--- config.mk ---
export PLATFORM = sky130hd
export DESIGN_NAME = lsua64_regfile
export DESIGN_NICKNAME = d
export VERILOG_FILES = /design/src/rtl/lsua64_pkg.sv /design/src/rtl/lsua64_regfile.sv
export SDC_FILE = /design/constraint.sdc
export NUM_CORES = 2
export LEC_CHECK = 0
export BUFFER_PORTS_ARGS = -buffer_cell sky130_fd_sc_hd__buf_2
export CORE_MARGIN = 2
export CORE_UTILIZATION = 40
export CTS_BUF_LIST = sky130_fd_sc_hd__clkbuf_8
export DETAILED_ROUTE_END_ITERATION = 16
export PLACE_DENSITY = 0.55
export SETUP_SLACK_MARGIN = 0.4
export SYNTH_ARGS = -nofsm -noshare
export SYNTH_HDL_FRONTEND = slang
export SYNTH_SLANG_ARGS = --single-unit
--- constraint.sdc ---
create_clock -name clk -period 8.8 [get_ports clk]
set_input_delay 2.64 -clock clk [delete_from_list [all_inputs] [get_ports clk]]
set_output_delay 2.64 -clock clk [all_outputs]
set_load 0.01 [all_outputs]
--- src/rtl/lsua64_pkg.sv ---
// Shared constants, codes and request types of the load/store unit.
`timescale 1ns / 1ps
package lsua64_pkg;

  localparam int MEM_WORDS = 262144;
  localparam int NUM_REGS  = 32;
  localparam int XLEN      = 64;
  localparam int WORD_AW   = $clog2(MEM_WORDS);
  localparam int BYTE_AW   = WORD_AW + 3;
  localparam int REG_AW    = $clog2(NUM_REGS);
  localparam int EFF_W     = 21;

  localparam logic [1:0] MODE_EXEC    = 2'd0;
  localparam logic [1:0] MODE_SET_REG = 2'd1;
  localparam logic [1:0] MODE_SET_MEM = 2'd2;

  typedef struct packed {
    logic [REG_AW-1:0] ra_a;
    logic [REG_AW-1:0] ra_b;
    logic              we;
    logic [REG_AW-1:0] wa;
    logic [XLEN-1:0]   wd;
  } rf_req_t;

  typedef struct packed {
    logic               re;
    logic [WORD_AW-1:0] ra;
    logic               we;
    logic [WORD_AW-1:0] wa;
    logic [XLEN-1:0]    wd;
    logic [7:0]         be;
  } dm_req_t;

endpackage

--- src/rtl/lsua64_regfile.sv ---
// Register file: 32 x 64 bits, two registered read ports, one write port.
`timescale 1ns / 1ps
module lsua64_regfile (
  input  logic                    clk,
  input  logic                    rst_n,
  input  lsua64_pkg::rf_req_t     req,
  output logic [lsua64_pkg::XLEN-1:0] rd_a,
  output logic [lsua64_pkg::XLEN-1:0] rd_b
);

  logic [lsua64_pkg::XLEN-1:0]     mem [lsua64_pkg::NUM_REGS];
  logic [lsua64_pkg::NUM_REGS-1:0] valid_r;
  logic [lsua64_pkg::XLEN-1:0]     rd_a_r;
  logic [lsua64_pkg::XLEN-1:0]     rd_b_r;

  always_ff @(posedge clk) begin
    if (!rst_n) begin
      valid_r <= '0;
    end else if (req.we) begin
      valid_r[req.wa] <= 1'b1;
    end
  end

  always_ff @(posedge clk) begin
    if (req.we) begin
      mem[req.wa] <= req.wd;
    end
    rd_a_r <= valid_r[req.ra_a] ? mem[req.ra_a] : '0;
    rd_b_r <= valid_r[req.ra_b] ? mem[req.ra_b] : '0;
  end

  assign rd_a = rd_a_r;
  assign rd_b = rd_b_r;

endmodule

# After elaboration in Yosys (flattened, before gate mapping)
# Memory sizes are Yosys's and may differ from the RTL's. A register that Yosys moved wholly into a read port is not among the register bits.
# Index checks and enable logic that the tools add are counted.
# word_totals
word_cells	18
output_inout_bits	128
ram_bits	2048
register_bits	32
memories	1
# mem_list
memory	depth	word_bits	rd	rd_ports_with_merged_regs	wr	line	text
mem	32	64	2	2	1	lsua64_regfile.sv:11	logic [lsua64_pkg::XLEN-1:0] mem [lsua64_pkg::NUM_REGS];
# classes
muxes	8
n_lt_le_gt_ge	4
bitwise_logic	1
n_reduce_logical	3
# ops
op	n
OR 32 bit	1
< comparator 5 x 6 -> 1 bit, second input constant	3
binary-select mux 1 bit (select 5 bit)	2
demux 1 bit (select 5 bit)	1
>= comparator 5 x 1 -> 1 bit, second input constant	1
2-to-1 mux 1 bit	5
logical NOT 1 bit	2
logical AND 1 bit	1

# Logic depth before layout (Yosys ltp)
# depth
word_depth	5
mapped_depth	10

# Least setup slack after synthesis
# Ideal clock, no wire load.
# synth_path
path_kind	input-to-reg
startpoint	input req[64] (netlist name)
endpoint	memory mem[12][0] (netlist name), enable pin
path_stages	3
path_slack_ps	2305
n_path_buf	1
arrival_time_ps	6007
setup_ps	488
path_cell_list	or3b_2 clkbuf_1 nor2_1
# synth_rtl
item	line	text
start, declared	lsua64_regfile.sv:6	input lsua64_pkg::rf_req_t req,
end, declared	lsua64_regfile.sv:11	
# Straight into the memory's write port.

# Final worst setup path
# layout_path
startpoint	input req[72] (netlist name)
endpoint	register rd_b_r (netlist bit rd_b[55]), read port of mem
# layout_via
elab_chain_cells	3
# layout_lines
item	line	text
binary-select mux 1 bit (select 5 bit)	lsua64_regfile.sv:29	rd_b_r <= valid_r[req.ra_b] ? mem[req.ra_b] : '0;
2-to-1 mux 1 bit (implied by the code)	lsua64_regfile.sv:29	
logical NOT 1 bit (no source line)	--	
end, declared	lsua64_regfile.sv:14	logic [lsua64_pkg::XLEN-1:0] rd_b_r;
# Several ways; a longest one is shown, not always the timed one. The select of a mux whose other input is x is not followed.
# A chain may end at the register's enable or synchronous reset.

==> impl_metrics.yaml <==
logic_synthesis:
  ys_seq_area_share_pct: 64.5
  netlist.area_leader.share_pct: 61.3
  synth_cells: 5806
  yosysMostFrequentCell: "edfxtp_1"
  ys.flop_type: "edfxtp_1"
  yosys-top-cells-count: "2048 x edfxtp_1, 841 x mux2i_1, 621 x mux4_2"
  async_reset_ff_share_pct: 0
  synth_top_area_cell: "edfxtp_1"
  synth.top_cells.by_area: "edfxtp_1 61%, mux4_2 14%, mux2i_1 8.4%"
  synth_nets: 5888
  synth_edf_count: 2048
  syn_area_per_cell_um2: 17.3
  yosys_warnings: 0
  synth-seq-cells: 2208
  synth.distinct_cells: 49
  syn_area_um2: 100000
timing:
  tns_ns: 0
  slew_violations: 0
  max_freq_mhz: 191
  setup_violations: 0
  finClkSkew_ns: 0.0887
  slew_headroom_pct: 15.7
  worstMarginPinSlew_ns: 1.26
  grt_setup_unrepaired: "false"
  period_share_pct: 59.5
  final-hold-violation-count: 0
  fin_crit_ns: 5.24
final_layout:
  regArea_um2: 64700
  fill_cells: 21813
  final_core_util_pct: 45.1
  final_cells: 9717
  multi_input_area_um2: 33500
  area_delta_synth_final_pct: 11.9
  drive_gt1_share_pct: 23.8
  layout.nets: 6140
worst_setup_path:
  required_ns: 9.80
  crit_arrival_ns: 6.23
  end_kind: "register"
  worst-r2r-setup-slack_ns: 5.73
  reg2reg_depth: 5
  path_class: "in2reg"
  crit_fanout: 52
  r2r_end: "rd_a[33]"
  critPathLaunchType: "primary input"
  crit_start: "req[72]"
  timing.rr.start: "valid_r[26]"
  endpoint: "rd_b[55]"
routing:
  drt_iter0_drc: 7293
  ant_nets: 0
  drtPass1Iterations: 6
  wl_um: 349000
  via_per_inst: 6.48
  wl_per_cell_um: 36.0
  drcViolationCount: 0
  vias: 62972
global_route:
  grt_usage_pct: 26.8
  grt_antenna_before_repair: 40
  grt_most_used_layer: "met2"
  grt_pass1_vias: 63919
  grt_pass1_wl_um: 486000
  gr-usage-met3_pct: 4.94
  met1_usage_pct: 36.0
  grt_max_degree: 124
  use_met2_pct: 43.7
  grt-ovfl-total: 0
placed_design:
  placed_cells: 8994
  hpwlAfterDp_um: 171000
  finalWeightedCongestion: 0.767
  port_buffers: 209
cts:
  cts_buffer_depth: 4
  numClockSinks: 2208
  cts_resized: 0
  clk_pin_slew_ns: 0.06
  cts_tree: "yes"
  post-cts-setup-buffers: 0
  cts_hold_buf: 0
  worstSkewPairLatency_ns: 1.10
  cts_buffers: 392
  cts_max_level: 5
  cts-root-buf: "clkbuf_8"
power_and_ir_drop:
  swShare_pct: 25.0
  p_per_area_nw_per_um2: 200
  p_seq_share_pct: 52.2
  ir_worst_vdd_uv: 109
  power_frac_clock_pct: 39.3
  switchingPower_mw: 5.62
  intPower_mw: 16.8
  power_leakage_nw: 38.3
  combPwrFrac_pct: 8.5
floorplanning:
  initial_core_util_pct: 40.3
  die_h_um: 505
  core_area_um2: 249000
  ios: 210
  fp-row-count: 183
  die_area_um2: 255000
  die_w_um: 505
hold_path:
  worstHoldPathType: "reg2reg"
flow_run:
  maxCapViolations: 0
outcome:
  outcome: "complete, no violations"
## state kept, by name, summed over array words and instances, names as in the netlist
register,flops
mem,2048
rd_a,64
rd_b,64
valid_r,32
## per-layer routing
layer | vias up | part of all wire [%]
met1 | 33619 | 40
met2 | 3368 | 48
met3 | 812 | 8.5
li1 | 25161 | -
met4 | 12 | 3.8
met5 | - | 0.021
## cells by family (layout without fill, tap and decap cells)
group / count (synthesis) / count (layout) / synth area share, %
DFF: 2208 / 2208 / 64.5
muxes: 1465 / 1465 / 22.4
AOI/OAI and AO/OA: 1003 / 1003 / 7.68
and+or+nand+nor: 592 / 592 / 2.99
buffers and inverters: 538 / 1099 / 2.47
other: 0 / 20 / 0
## cell type report
cell class	count	area share (%)
Tap cell	3330	3.71
Multi-Input combinational cell	3060	29.8
Timing Repair Buffer	349	2.35
Clock inverter	282	1.13
Sequential cell	2208	57.6
Inverter	47	0.179
Clock buffer	421	5.16
Antenna cell	20	0.0446
## through the flow
step           hold slack [ns]  total power [mW]  instance area (µm²)  setup WS, ns
2_1_floorplan            0.452              13.1               100000          2.31
3_3_place_gp             0.461              13.8               105000          2.65
3_5_place_dp             0.475              13.8               105000          2.62
4_1_cts                  0.488              22.6               112000          3.76
5_1_grt                  0.514              23.1               112000          3.70
6_report                 0.487              22.4               112000          3.56
## placed cells by master (no fill, tap or decap), types with 20 or more instances in the layout
cell         n
edfxtp_1  2048
mux2i_1    841
mux4_2     621
clkbuf_8   423
a221oi_1   296
inv_1      208
buf_2      199
nor2_1     196
o21ai_0    171
dfxtp_1    160
a221o_1    124
buf_4      104
a22oi_1     98
nand3_1     94
nor3b_1     71
nor3_1      70
a21oi_1     67
o211ai_1    59
clkinv_1    57
clkinv_2    46
nand4_1     44
o31ai_1     44
buf_12      36
o211a_1     35
nor2_4      34
o21a_1      33
a31oi_1     26
diode_2     20
## power groups by stage
stage	Clock, mW	Combinational, mW	Sequential, mW
2_1_floorplan	0	1.16	11.9
3_3_place_gp	0	1.89	11.9
3_5_place_dp	0	1.90	11.9
4_1_cts	8.96	1.90	11.7
5_1_grt	9.41	2.01	11.7
6_report	8.81	1.92	11.7
## worst max-delay path, cell delays in order
cell and delay, ns:
clkbuf_8 0.32, inv_6 0.76, buf_4 0.87, buf_4 0.73, o21ai_0 0.22, a21oi_1 0.34
o211a_1 0.18
## worst min-delay path by stage
| stage | start | end | slack, ns | cells past startpoint |
|---|---|---|---|---|
| after floorplan | valid_r[20] | valid_r[20] | 0.45 | 1 |
| after global placement | valid_r[29] | valid_r[29] | 0.46 | 1 |
| after detailed placement | valid_r[12] | valid_r[12] | 0.47 | 1 |
| after CTS | valid_r[12] | valid_r[12] | 0.49 | 1 |
| after global routing | valid_r[2] | valid_r[2] | 0.51 | 1 |
| final | valid_r[12] | valid_r[12] | 0.49 | 1 |
(Power assumes the default switching activity.)
